`config.mk`:
```
export PLATFORM = sky130hd
export DESIGN_NAME = tile_stream_to_panel_writer
export DESIGN_NICKNAME = d
export VERILOG_FILES = /design/src/design/tspw_pkg.sv /design/src/design/tile_stream_to_panel_writer.sv /design/src/design/tspw_front.sv /design/src/design/tspw_queue.sv /design/src/design/tspw_back.sv
export SDC_FILE = /design/constraint.sdc
export NUM_CORES = 1
export LEC_CHECK = 0
export BUFFER_PORTS_ARGS = -buffer_cell sky130_fd_sc_hd__buf_2
export CAP_MARGIN = 10
export CORE_ASPECT_RATIO = 0.9
export CORE_UTILIZATION = 64
export DETAILED_ROUTE_END_ITERATION = 6
export PLACE_DENSITY = 0.92
export SLEW_MARGIN = 20
export SYNTH_ARGS = -nofsm -noshare
export SYNTH_HDL_FRONTEND = slang
export SYNTH_HIERARCHICAL = 1
export SYNTH_SLANG_ARGS = --single-unit
export TNS_END_PERCENT = 10
```
`constraint.sdc`:
```
create_clock -name i_clk -period 8.3 [get_ports i_clk]
set_clock_uncertainty 0.05 [all_clocks]
set_input_delay 1.66 -clock i_clk [delete_from_list [all_inputs] [get_ports i_clk]]
set_output_delay 1.66 -clock i_clk [all_outputs]
set_load 0.01 [all_outputs]
```
`src/design/tspw_pkg.sv`:
```
// ----------------------------------------------------------------------------
// tspw_pkg: shared types and constants of the tile stream to panel writer
// Payload structs for both channels, configuration set, queue entry layout,
// panel command codes and the RGB332 to RGB565 expansion.
// ----------------------------------------------------------------------------
package tspw_pkg;

    // Largest tile, in pixels, that is still drawn
    localparam int MAX_TILE_PIXELS = 1024;

    // Default depth of the queue between front and back
    localparam int QUEUE_DEPTH = 4;

    // Panel command codes
    localparam logic [7:0] CMD_COL_SET   = 8'h2A;
    localparam logic [7:0] CMD_ROW_SET   = 8'h2B;
    localparam logic [7:0] CMD_MEM_WRITE = 8'h2C;

    // Register map, one word per register
    typedef enum logic [1:0] {
        REG_OFFSET_X     = 2'd0,
        REG_OFFSET_Y     = 2'd1,
        REG_PANEL_WIDTH  = 2'd2,
        REG_PANEL_HEIGHT = 2'd3
    } t_reg_idx;

    typedef struct packed {
        logic [8:0] offset_x;
        logic [8:0] offset_y;
        logic [8:0] panel_width;
        logic [8:0] panel_height;
    } t_cfg;

    // Input transfer
    typedef struct packed {
        logic       cmd;
        logic [7:0] data_byte;
    } t_in_item;

    // Output transfer
    typedef struct packed {
        logic [7:0] panel_byte;
        logic       is_command;
        logic       tile_done;
        logic       last;
    } t_out_item;

    // Work kind handed from front to back
    typedef enum logic {
        K_HDR = 1'b0,
        K_PIX = 1'b1
    } t_kind;

    typedef struct packed {
        t_kind       kind;
        logic [7:0]  pixel;
        logic        rgb332;
        logic        fin;
        logic [15:0] x1;
        logic [15:0] x2;
        logic [15:0] y1;
        logic [15:0] y2;
    } t_q_entry;

    // Expand one RGB332 pixel to RGB565 by bit replication
    function automatic logic [15:0] rgb332_to_565(input logic [7:0] px);
        logic [4:0] r5;
        logic [5:0] g6;
        logic [4:0] b5;
        r5 = {px[7:5], px[7:6]};
        g6 = {px[4:2], px[4:2]};
        b5 = {px[1:0], px[1:0], px[1]};
        return {r5, g6, b5};
    endfunction

endpackage

```
`src/design/tile_stream_to_panel_writer.sv`:
```
// ----------------------------------------------------------------------------
// tile_stream_to_panel_writer: tile byte stream to panel bus converter
// Parses tile headers, emits window and memory-write commands, and passes
// pixel payload through with optional RGB332 to RGB565 expansion.
// ----------------------------------------------------------------------------
// Usage
//   Input channel (i_valid, o_stall, i_data): one stream byte or a new
//   connection marker per transfer. Output channel (o_valid, i_stall,
//   o_data): one panel bus byte per transfer, flagged as command or data,
//   with tile_done on the final pixel byte of a tile and last on the final
//   byte caused by an input transfer.
//   Output bytes pass the classify stage, queue and output register.
//   Throughput: the back sequencer emits one byte per cycle while the
//   queue holds work and the receiver does not stall, so RGB565 payload
//   runs at one input byte per cycle; an RGB332 payload byte gives two
//   output bytes and a drawn header eleven. Header bytes, drained tiles
//   and heartbeats give no output and go at one per cycle unless the
//   classify stage waits on a full queue. Reset clears the parser,
//   queue and output register and loads the register defaults (offsets
//   0, panel 240 by 240). When the receiver stalls, the output holds;
//   the queue then fills and o_stall rises. Registers are to be written
//   over the APB port only while idle; the block does not enforce it.
// ----------------------------------------------------------------------------
module tile_stream_to_panel_writer #(
    parameter int QUEUE_DEPTH = tspw_pkg::QUEUE_DEPTH
) (
    input  logic                i_clk,
    input  logic                i_rst_n,
    input  logic                i_valid,
    output logic                o_stall,
    input  tspw_pkg::t_in_item  i_data,
    output logic                o_valid,
    input  logic                i_stall,
    output tspw_pkg::t_out_item o_data,
    input  logic                psel,
    input  logic                penable,
    input  logic                pwrite,
    input  logic [3:0]          paddr,
    input  logic [31:0]         pwdata,
    output logic [31:0]         prdata,
    output logic                pready
);
    import tspw_pkg::*;

    t_cfg      r_cfg;
    t_reg_idx  reg_idx;
    logic      cfg_wr;
    logic      q_full;
    logic      q_push;
    t_q_entry  q_in;
    logic      q_valid;
    t_q_entry  q_head;
    logic      q_pop;

    assign pready  = 1'b1;
    assign reg_idx = t_reg_idx'(paddr[3:2]);
    assign cfg_wr  = psel && penable && pwrite;

    // Write configuration registers
    always_ff @(posedge i_clk) begin
        if (!i_rst_n) begin
            r_cfg.offset_x     <= 9'd0;
            r_cfg.offset_y     <= 9'd0;
            r_cfg.panel_width  <= 9'd240;
            r_cfg.panel_height <= 9'd240;
        end else if (cfg_wr) begin
            unique case (reg_idx)
                REG_OFFSET_X:     r_cfg.offset_x     <= pwdata[8:0];
                REG_OFFSET_Y:     r_cfg.offset_y     <= pwdata[8:0];
                REG_PANEL_WIDTH:  r_cfg.panel_width  <= pwdata[8:0];
                REG_PANEL_HEIGHT: r_cfg.panel_height <= pwdata[8:0];
            endcase
        end
    end

    // Read back configuration registers
    always_comb begin
        prdata = '0;
        unique case (reg_idx)
            REG_OFFSET_X:     prdata = {23'd0, r_cfg.offset_x};
            REG_OFFSET_Y:     prdata = {23'd0, r_cfg.offset_y};
            REG_PANEL_WIDTH:  prdata = {23'd0, r_cfg.panel_width};
            REG_PANEL_HEIGHT: prdata = {23'd0, r_cfg.panel_height};
        endcase
    end

    tspw_front u_front (
        .i_clk    (i_clk),
        .i_rst_n  (i_rst_n),
        .i_cfg    (r_cfg),
        .i_valid  (i_valid),
        .i_data   (i_data),
        .o_stall  (o_stall),
        .i_q_full (q_full),
        .o_push   (q_push),
        .o_entry  (q_in)
    );

    tspw_queue #(
        .DEPTH (QUEUE_DEPTH)
    ) u_queue (
        .i_clk   (i_clk),
        .i_rst_n (i_rst_n),
        .i_push  (q_push),
        .i_entry (q_in),
        .o_full  (q_full),
        .o_valid (q_valid),
        .o_head  (q_head),
        .i_pop   (q_pop)
    );

    tspw_back u_back (
        .i_clk     (i_clk),
        .i_rst_n   (i_rst_n),
        .i_q_valid (q_valid),
        .i_head    (q_head),
        .o_pop     (q_pop),
        .o_valid   (o_valid),
        .o_data    (o_data),
        .i_stall   (i_stall)
    );

endmodule

```
`src/design/tspw_front.sv`:
```
// ----------------------------------------------------------------------------
// tspw_front: stream parser and tile classifier
// Collects the 8-byte tile header, checks size and bounds, counts payload
// bytes by row and column, and hands headers and pixels to the queue.
// ----------------------------------------------------------------------------
module tspw_front (
    input  logic                i_clk,
    input  logic                i_rst_n,
    input  tspw_pkg::t_cfg      i_cfg,
    input  logic                i_valid,
    input  tspw_pkg::t_in_item  i_data,
    output logic                o_stall,
    input  logic                i_q_full,
    output logic                o_push,
    output tspw_pkg::t_q_entry  o_entry
);
    import tspw_pkg::*;

    // Parser state
    logic [7:0]  r_hdr [7];
    logic [2:0]  r_hcnt;
    logic        r_in_pay;
    logic        r_rgb;
    logic [15:0] r_col;
    logic [15:0] r_row;
    logic [15:0] r_bpr_m1;
    logic        r_drain;

    // Classified item stage
    logic        r_s1_valid;
    t_kind       r_s1_kind;
    logic [7:0]  r_s1_byte;
    logic        r_s1_rgb;
    logic        r_s1_fin;
    logic [15:0] r_s1_x1;
    logic [15:0] r_s1_x2;
    logic [15:0] r_s1_y1;
    logic [15:0] r_s1_y2;
    logic [30:0] r_s1_px;
    logic        r_s1_oob;

    logic        accept;
    logic        drain_now;
    logic        needs_push;
    logic        s1_done;
    logic        n_s1_valid;
    logic [15:0] hx;
    logic [15:0] hy;
    logic [15:0] hrw;
    logic [15:0] hh;
    logic [14:0] hw;
    logic [30:0] hpx;
    logic [15:0] hx1;
    logic [15:0] hx2;
    logic [15:0] hy1;
    logic [15:0] hy2;
    logic        hoob;
    logic        hbeat;
    logic [15:0] hbpr_m1;
    logic        pfin;

    // Decode the header as it completes on the eighth byte
    always_comb begin
        hx      = {r_hdr[0], r_hdr[1]};
        hy      = {r_hdr[2], r_hdr[3]};
        hrw     = {r_hdr[4], r_hdr[5]};
        hh      = {r_hdr[6], i_data.data_byte};
        hw      = hrw[14:0];
        hbeat   = (hw == 15'd0) || (hh == 16'd0);
        hpx     = 31'(hw) * 31'(hh);
        hx1     = {7'd0, i_cfg.offset_x} + hx;
        hx2     = hx1 + {1'b0, hw} - 16'd1;
        hy1     = {7'd0, i_cfg.offset_y} + hy;
        hy2     = hy1 + hh - 16'd1;
        hoob    = (({1'b0, hx} + {2'b0, hw}) > {8'd0, i_cfg.panel_width}) ||
                  (({1'b0, hy} + {1'b0, hh}) > {8'd0, i_cfg.panel_height});
        hbpr_m1 = hrw[15] ? ({1'b0, hw} - 16'd1) : ({hw, 1'b0} - 16'd1);
        pfin    = (r_col == 16'd0) && (r_row == 16'd0);
    end

    // Resolve the classified item: drop drained work, else push it
    always_comb begin
        drain_now  = r_s1_oob || (r_s1_px > 31'(MAX_TILE_PIXELS));
        needs_push = (r_s1_kind == K_HDR) ? !drain_now : !r_drain;
        s1_done    = !needs_push || !i_q_full;
        o_push     = r_s1_valid && needs_push && !i_q_full;
        o_stall    = r_s1_valid && !s1_done;
        accept     = i_valid && !o_stall;
        // Keep a held item, else load a drawn header or payload byte, or empty
        n_s1_valid = (r_s1_valid && !s1_done) ||
                     (accept && !i_data.cmd &&
                      (r_in_pay || ((r_hcnt == 3'd7) && !hbeat)));

        o_entry.kind   = r_s1_kind;
        o_entry.pixel  = r_s1_byte;
        o_entry.rgb332 = r_s1_rgb;
        o_entry.fin    = r_s1_fin;
        o_entry.x1     = r_s1_x1;
        o_entry.x2     = r_s1_x2;
        o_entry.y1     = r_s1_y1;
        o_entry.y2     = r_s1_y2;
    end

    // Parser control and stage valid
    always_ff @(posedge i_clk) begin
        if (!i_rst_n) begin
            r_hcnt     <= '0;
            r_in_pay   <= 1'b0;
            r_rgb      <= 1'b0;
            r_drain    <= 1'b0;
            r_s1_valid <= 1'b0;
        end else begin
            r_s1_valid <= n_s1_valid;
            // Latch the drain decision as the header leaves the stage
            if (r_s1_valid && s1_done && (r_s1_kind == K_HDR)) begin
                r_drain <= drain_now;
            end
            if (accept) begin
                if (i_data.cmd) begin
                    r_hcnt   <= '0;
                    r_in_pay <= 1'b0;
                end else if (!r_in_pay) begin
                    if (r_hcnt != 3'd7) begin
                        r_hcnt <= r_hcnt + 3'd1;
                    end else begin
                        r_hcnt <= '0;
                        r_rgb  <= hrw[15];
                        if (!hbeat) begin
                            r_in_pay <= 1'b1;
                        end
                    end
                end else begin
                    if (pfin) begin
                        r_in_pay <= 1'b0;
                    end
                end
            end
        end
    end

    // Header bytes, row and column counters, stage payload
    always_ff @(posedge i_clk) begin
        if (accept && !i_data.cmd) begin
            if (!r_in_pay) begin
                if (r_hcnt != 3'd7) begin
                    r_hdr[r_hcnt] <= i_data.data_byte;
                end else begin
                    r_col     <= hbpr_m1;
                    r_row     <= hh - 16'd1;
                    r_bpr_m1  <= hbpr_m1;
                    r_s1_kind <= K_HDR;
                    r_s1_x1   <= hx1;
                    r_s1_x2   <= hx2;
                    r_s1_y1   <= hy1;
                    r_s1_y2   <= hy2;
                    r_s1_px   <= hpx;
                    r_s1_oob  <= hoob;
                end
            end else begin
                r_s1_kind <= K_PIX;
                r_s1_byte <= i_data.data_byte;
                r_s1_rgb  <= r_rgb;
                r_s1_fin  <= pfin;
                if (r_col == 16'd0) begin
                    r_col <= r_bpr_m1;
                    r_row <= r_row - 16'd1;
                end else begin
                    r_col <= r_col - 16'd1;
                end
            end
        end
    end

endmodule

```
`src/design/tspw_queue.sv`:
```
// ----------------------------------------------------------------------------
// tspw_queue: short register queue between front and back
// First-in first-out store of classified work; push and pop can share a cycle.
// ----------------------------------------------------------------------------
module tspw_queue #(
    parameter int DEPTH = tspw_pkg::QUEUE_DEPTH
) (
    input  logic                i_clk,
    input  logic                i_rst_n,
    input  logic                i_push,
    input  tspw_pkg::t_q_entry  i_entry,
    output logic                o_full,
    output logic                o_valid,
    output tspw_pkg::t_q_entry  o_head,
    input  logic                i_pop
);
    import tspw_pkg::*;

    localparam int AW = (DEPTH > 1) ? $clog2(DEPTH) : 1;
    localparam int CW = $clog2(DEPTH + 1);

    t_q_entry        r_mem [DEPTH];
    logic [AW-1:0]   r_wr;
    logic [AW-1:0]   r_rd;
    logic [CW-1:0]   r_count;
    logic            do_pop;

    assign o_full  = (r_count == CW'(DEPTH));
    assign o_valid = (r_count != '0);
    assign o_head  = r_mem[r_rd];
    assign do_pop  = i_pop && o_valid;

    // Advance pointers and fill count
    always_ff @(posedge i_clk) begin
        if (!i_rst_n) begin
            r_wr    <= '0;
            r_rd    <= '0;
            r_count <= '0;
        end else begin
            if (i_push) begin
                r_wr <= (r_wr == AW'(DEPTH - 1)) ? '0 : r_wr + 1'b1;
            end
            if (do_pop) begin
                r_rd <= (r_rd == AW'(DEPTH - 1)) ? '0 : r_rd + 1'b1;
            end
            if (i_push && !do_pop) begin
                r_count <= r_count + 1'b1;
            end else if (!i_push && do_pop) begin
                r_count <= r_count - 1'b1;
            end
        end
    end

    // Store pushed entries
    always_ff @(posedge i_clk) begin
        if (i_push) begin
            r_mem[r_wr] <= i_entry;
        end
    end

endmodule

```
`src/design/tspw_back.sv`:
```
// ----------------------------------------------------------------------------
// tspw_back: panel byte sequencer
// Expands each queued header into eleven command and address bytes and each
// pixel into one or two data bytes, through a registered output stage.
// ----------------------------------------------------------------------------
module tspw_back (
    input  logic                i_clk,
    input  logic                i_rst_n,
    input  logic                i_q_valid,
    input  tspw_pkg::t_q_entry  i_head,
    output logic                o_pop,
    output logic                o_valid,
    output tspw_pkg::t_out_item o_data,
    input  logic                i_stall
);
    import tspw_pkg::*;

    logic [3:0]  r_step;
    logic        r_out_valid;
    t_out_item   r_out;
    t_out_item   n_out;
    logic [3:0]  last_step;
    logic        at_last;
    logic        out_free;
    logic        emit;
    logic [15:0] c565;

    assign o_valid  = r_out_valid;
    assign o_data   = r_out;
    assign out_free = !r_out_valid || !i_stall;
    assign emit     = i_q_valid && out_free;
    assign o_pop    = emit && at_last;

    // Choose the byte for the current step of the head entry
    always_comb begin
        c565 = rgb332_to_565(i_head.pixel);
        if (i_head.kind == K_HDR) begin
            last_step = 4'd10;
        end else if (i_head.rgb332) begin
            last_step = 4'd1;
        end else begin
            last_step = 4'd0;
        end
        at_last = (r_step == last_step);

        n_out.is_command = 1'b0;
        n_out.tile_done  = 1'b0;
        n_out.last       = at_last;
        n_out.panel_byte = i_head.pixel;
        if (i_head.kind == K_HDR) begin
            case (r_step)
                4'd0: begin
                    n_out.panel_byte = CMD_COL_SET;
                    n_out.is_command = 1'b1;
                end
                4'd1: n_out.panel_byte = i_head.x1[15:8];
                4'd2: n_out.panel_byte = i_head.x1[7:0];
                4'd3: n_out.panel_byte = i_head.x2[15:8];
                4'd4: n_out.panel_byte = i_head.x2[7:0];
                4'd5: begin
                    n_out.panel_byte = CMD_ROW_SET;
                    n_out.is_command = 1'b1;
                end
                4'd6: n_out.panel_byte = i_head.y1[15:8];
                4'd7: n_out.panel_byte = i_head.y1[7:0];
                4'd8: n_out.panel_byte = i_head.y2[15:8];
                4'd9: n_out.panel_byte = i_head.y2[7:0];
                default: begin
                    n_out.panel_byte = CMD_MEM_WRITE;
                    n_out.is_command = 1'b1;
                end
            endcase
        end else begin
            if (i_head.rgb332) begin
                n_out.panel_byte = (r_step == 4'd0) ? c565[15:8] : c565[7:0];
            end
            n_out.tile_done = i_head.fin && at_last;
        end
    end

    // Step through the head entry and hold the output while stalled
    always_ff @(posedge i_clk) begin
        if (!i_rst_n) begin
            r_step      <= '0;
            r_out_valid <= 1'b0;
        end else if (out_free) begin
            r_out_valid <= i_q_valid;
            if (emit) begin
                r_step <= at_last ? 4'd0 : r_step + 4'd1;
            end
        end
    end

    // Load the output payload
    always_ff @(posedge i_clk) begin
        if (emit) begin
            r_out <= n_out;
        end
    end

endmodule

```
=== After elaboration in Yosys (flattened, before gate mapping) ===
Memory sizes are Yosys's and may differ from the RTL's. A register that Yosys moved wholly into a read port is not among the register bits.
Index checks and enable logic that the tools add are counted.

* Output and inout bits: 46
* Input bits: 52
* Bits in registers: 221
* Bits in writable memories: 356
* Memories kept: 2
* Word-level logic and storage cells: 176

* $add $sub $neg: 19
* $mul: 1
* Order comparisons: 3
* Mux-type cells: 38
* Bitwise gates (word level): 4
* Equal/unequal tests: 21
* Reductions and logical operators: 57

{| class="wikitable"
|+ Memory list
! name !! depth !! bits a word !! read ports !! clocked after memory_dff !! wr ports !! RTL line !! text
|-
| u_queue.r_mem || 4 || 75 || 1 || 1 || 1 || tspw_queue.sv:22 || <nowiki>t_q_entry r_mem [DEPTH];</nowiki>
|-
| u_front.r_hdr || 7 || 8 || 7 || 0 || 1 || tspw_front.sv:20 || <nowiki>logic [7:0] r_hdr [7];</nowiki>
|}

{| class="wikitable"
|+ Operators by type and width
! operator !! count
|-
| 32-bit case mux with 4 select lines || 1
|-
| 16-bit 2-to-1 mux || 7
|-
| 16-bit by 1-bit subtractor with 16-bit output, second input constant || 6
|-
| 8-bit case mux with 10 select lines || 1
|-
| 16-bit logical NOT || 3
|-
| 17-bit by 9-bit > comparator with 1-bit output || 2
|-
| 9-bit by 16-bit adder with 16-bit output || 2
|-
| 31-bit by 11-bit > comparator with 1-bit output, second input constant || 1
|-
| 15-bit by 16-bit multiplier with 31-bit output || 1
|-
| 8-bit 2-to-1 mux || 3
|-
| 1-bit logical AND || 18
|-
| 16-bit by 15-bit adder with 17-bit output || 1
|-
| 16-bit by 16-bit adder with 17-bit output || 1
|-
| 16-bit by 15-bit adder with 16-bit output || 1
|-
| 16-bit adder || 1
|-
| 4-bit by 3-bit equality test with 1-bit output, second input constant || 4
|-
| 2-bit AND reduction || 8
|-
| 15-bit by 1-bit subtractor with 16-bit output, second input constant || 1
|-
| 15-bit logical NOT || 1
|-
| 1-bit 2-to-1 mux || 15
|-
| 3-bit 2-to-1 mux || 5
|-
| 1-bit logical NOT || 12
|-
| 2-bit equality test, second input constant || 4
|-
| 4-bit by 2-bit equality test with 1-bit output, second input constant || 2
|-
| 23 further kinds || 42
|}

=== Logic depth before layout (Yosys ltp) ===
* Depth after elaboration: 13
* Gate-level depth with buffers: 24
* Gate-level depth less buffers: 23

=== Cells and area by module ===
The synthesis kept the hierarchy.

{| class="wikitable"
|+ Modules (own cells, without submodules)
! module !! seq. area each (µm²) !! area each (µm²) !! cells an instance !! instances
|-
| tspw_front || 6476.2 || 21446.8 || 2243 || 1
|-
| tspw_queue || 9188.8 || 11277.1 || 437 || 1
|-
| tile_stream_to_panel_writer || 720.7 || 1831.8 || 172 || 1
|-
| tspw_back || 430.4 || 1448.9 || 173 || 1
|}

=== Least setup slack after synthesis ===
No wires, ideal clock.

* Path kind: input to register
* From: input port i_data[7] (netlist bit)
* To: register u_front.r_s1_px[23], data pin
* Arrival time: 7.174 ns
* Setup time: 0.138 ns
* Path buffers: 1
* Path slack: 0.939 ns
* Stages: 21
* Data required time: 8.112 ns
* Cells stage by stage: clkbuf_1 clkinv_1 nor2_1 fa_1 inv_1 fa_1 inv_1 fa_1 fa_1 fa_1 inv_1 fa_1 inv_1 ha_1 nand2_1 a2111oi_2 o2111ai_1 nand2_1 a21oi_2 or4b_2 nand4_1

* Cells in the longest elaborated chain, start to end: 1

{| class="wikitable"
|+ Ends and longest elaborated chain
! item !! RTL line !! text
|-
| start: declaration || tile_stream_to_panel_writer.sv:31 || <nowiki>input tspw_pkg::t_in_item i_data,</nowiki>
|-
| 15-bit by 16-bit multiplier with 31-bit output || tspw_front.sv:70 || <nowiki>hpx = 31'(hw) * 31'(hh);</nowiki>
|-
| via u_front.hpx[23] || tspw_front.sv:52 || <nowiki>logic [30:0] hpx;</nowiki>
|-
| end signal: assignment || tspw_front.sv:156 || <nowiki>r_s1_px <= hpx;</nowiki>
|-
| end: declaration || tspw_front.sv:39 || <nowiki>logic [30:0] r_s1_px;</nowiki>
|}

The timed path passes the listed nets, and every way through them passes these cells.
A chain may end at the register's enable or synchronous reset.

=== Final worst setup path ===
Ends and elaborated chain as after synthesis.

==> results.json <==
{
  "root_buffer": "clkbuf_16",
  "max_freq_ghz": 0.138,
  "viasPerCell": 6.54,
  "swShare_pct": 27.7,
  "clockPowerShare_pct": 35.1,
  "min_path_type": "reg2reg",
  "synth_flop_cell": "edfxtp_1",
  "post-route-drc-count": 1,
  "drtIter0Drc": 2917,
  "initial_core_util_pct": 64.7,
  "synth_largest_area_cell": "edfxtp_1",
  "grt_overflow": 0,
  "seq_power_share_pct": 46.2,
  "avgSynthCellArea_um2": 11.9,
  "htreeDepth": 2,
  "p_comb_share_pct": 18.7,
  "syn_inst": 3025,
  "fp.dieW_um": 252,
  "synth.most_common_cell": "edfxtp_1",
  "die-area_um2": 57200,
  "crit_path_max_incr_delay_ns": 0.66,
  "nNetsFinal": 3535,
  "worstMarginPinSlew_ns": 1.19,
  "grt_pass1_wl_mm": 146,
  "clkTransAtPathRegs_ns": 0.06,
  "power.total_uw": 6930,
  "end_kind": "register",
  "crit_fanout": 8,
  "holdWs_ns": 0.393,
  "crit_path_frequent_cell": "fa_1",
  "fin_crit_ns": 7.24,
  "finalSetupViolCount": 0,
  "period_share_pct": 87.2,
  "rsz0062_at_grt": "false",
  "fin_cells": 3864,
  "post_cts_buffers": 0,
  "final_util_pct": 69.5,
  "cp_data_arrival_time_ns": 7.66,
  "post_drt_wl_per_cell_um": 24.7,
  "cts_tree": "done",
  "hold_viol_final": 0,
  "yosysWarningCount": 6,
  "p_int_uw": 5020,
  "wl_mm": 95.4,
  "placed_cells": 3758,
  "setup_tns_ns": 0,
  "grt_max_degree": 76,
  "critPathKind": "in2reg",
  "synth_seq_cells": 579,
  "fillerInstances": 3565,
  "grt_use_total_pct": 34.2,
  "io_pins": 98,
  "antenna_found_initial": 8,
  "cp_slowest_cell": "or4b_2",
  "power_density_nw_per_um2": 179,
  "gp_congestion": 0.960,
  "maxSlewHeadroom_pct": 20.9,
  "rows": 82,
  "syn_area_um2": 36000,
  "antenna_left": 0,
  "worst_setup_path_start_kind": "input pin",
  "die_h_um": 227,
  "num_vias": 25300,
  "cts_buffer_depth": 3,
  "crit_chain": "buf_2 -> clkinv_1 -> nor2_1 -> fa_1 -> inv_1 -> fa_1 -> inv_1 -> fa_1 -> fa_1 -> fa_1 -> inv_1 -> fa_1 -> inv_1 -> ha_1 -> nand2_1 -> a2111oi_2 -> o2111ai_1 -> nand2_1 -> a21oi_2 -> or4b_2 -> nand4_1",
  "status": "complete, but fails checks",
  "ys_seq_area_share_pct": 46.7,
  "synth_top_area_share_pct": 43.5,
  "maxSlewViolCount": 0,
  "layout-drive-gt1-share_pct": 10.1,
  "drv_cap": 0,
  "synthArstFlopShare_pct": 0,
  "cts-resized-gates": 0,
  "synthToLayoutAreaGrowth_pct": 7.40,
  "core-area_um2": 55600,
  "grt_pass1_vias": 25700,
  "synthTopCellsByCount": "edfxtp_1 (522), inv_1 (384), nor2_1 (257)",
  "ir_worst_vdd_uv": 151,
  "synth-edff-count": 522,
  "cts.sinks": 579,
  "dpl.hpwl_mm": 63.7,
  "clk_latency_ns": 0.64,
  "numCtsBuffers": 53,
  "synth.distinct_cells": 94,
  "p_leak_uw": 0.0154,
  "violations": "DRC",
  "holdBufCountCts": 0,
  "yosys-top-cells-area": "edfxtp_1 (44%), fa_1 (10%), ha_1 (8.2%)",
  "firstDrtPassIters": 7,
  "cp.required_ns": 8.72,
  "port_buffers": 48,
  "switching_power_uw": 1920
}
worst paths after layout:
path / startpoint / to / slack (ns) / cells after the start
setup / recovery: i_data[7] / u_front/r_s1_px[23]$_DFFE_PP_ / 1.06 / 21
setup reg to reg: u_front/r_hdr[4][1]$_DFFE_PP_ / u_front/r_s1_px[30]$_DFFE_PP_ / 1.07 / 20
hold / removal: u_front/r_rgb$_SDFFE_PN0P_ / u_front/r_s1_rgb$_DFFE_PP_ / 0.39 / 0
hold reg to reg: u_front/r_rgb$_SDFFE_PN0P_ / u_front/r_s1_rgb$_DFFE_PP_ / 0.39 / 0
area by class of cell:
cell class,instances,area (um2),area share (%)
well taps,756,946,2.45
flip-flops and latches,579,16800,43.5
multi-input cells,1930,17000,44.0
clock inverters,38,335,0.867
diodes,4,10.0,0.0259
inverters,399,1500,3.87
repair buffers,97,668,1.73
clock buffers,61,1360,3.51
per-stage QoR:
stage	worst slack, ns	instance area, um2
finish	1.06	38700
global route	0.734	38700
floorplan	0.939	36100
detailed placement	0.527	36900
global placement	0.570	36900
CTS	1.16	38600
worst max-delay path, delay by kind of cell:
family | cells | cell delay (ns)
AOI/OAI and AO/OA | 3 | 0.78
adders and majority gates | 7 | 3.13
buffers and inverters | 6 | 0.75
and+or+nand+nor | 5 | 1.32
metal layers:
metal | vias to the layer above | GRT usage (%) | wire length, um
met5 | - | 0 | 57
met4 | 8 | 19.6 | 6400
met3 | 500 | 8.22 | 11800
met2 | 1916 | 55.8 | 44300
met1 | 12200 | 42.1 | 32800
li1 | 10700 | - | -
layout by cell type (no fill, tap or decap), types with 24 or more instances in the layout:
master,synthesis,routed
mux4_2,83,83
fa_1,187,187
buf_2,21,48
nor2_1,257,257
a21oi_1,93,93
a211oi_1,27,27
clkinv_1,9,24
nor3_1,48,47
nor2b_1,33,33
nand3_1,39,39
mux2i_1,67,67
conb_1,2,24
edfxtp_1,522,522
ha_1,236,236
nand2_1,248,248
inv_1,384,384
xnor2_1,95,95
buf_4,29,46
clkbuf_16,0,53
a21o_1,31,31
o21ai_0,65,65
xor2_1,38,38
a31oi_1,29,29
nor4_1,28,28
dfxtp_1,57,54
logic make-up after synthesis:
family | share of synthesized area [%]
AOI/OAI and AO/OA | 7.32
adders and majority gates | 18.6
other | 0.0209
xor gates and xnor gates | 3.24
DFF | 46.7
and+or+nand+nor | 10.2
buffers and inverters | 6.28
muxes | 7.64
flip-flops by register name, summed over array words and instances (netlist names), 16 cells and up, named ones only:
register          flops
u_front/r_s1_x2      16
u_front/r_bpr_m1     16
u_front/r_s1_y2      16
r_cfg                36
u_front/r_row        16
u_queue/r_mem       300
u_front/r_s1_y1      16
u_front/r_s1_x1      16
u_front/r_s1_px      31
u_front/r_hdr        56
u_front/r_col        16
power by group through the flow:
| stage | logic (uW) | clock network (uW) | registers [uW] |
|---|---|---|---|
| 2_1_floorplan | 936 | 0 | 3270 |
| 3_3_place_gp | 1190 | 0 | 3270 |
| 3_5_place_dp | 1250 | 0 | 3270 |
| 4_1_cts | 1270 | 2440 | 3210 |
| 5_1_grt | 1450 | 2540 | 3200 |
| 6_report | 1300 | 2430 | 3210 |
No activity file was read; power rests on OpenSTA's default activity.
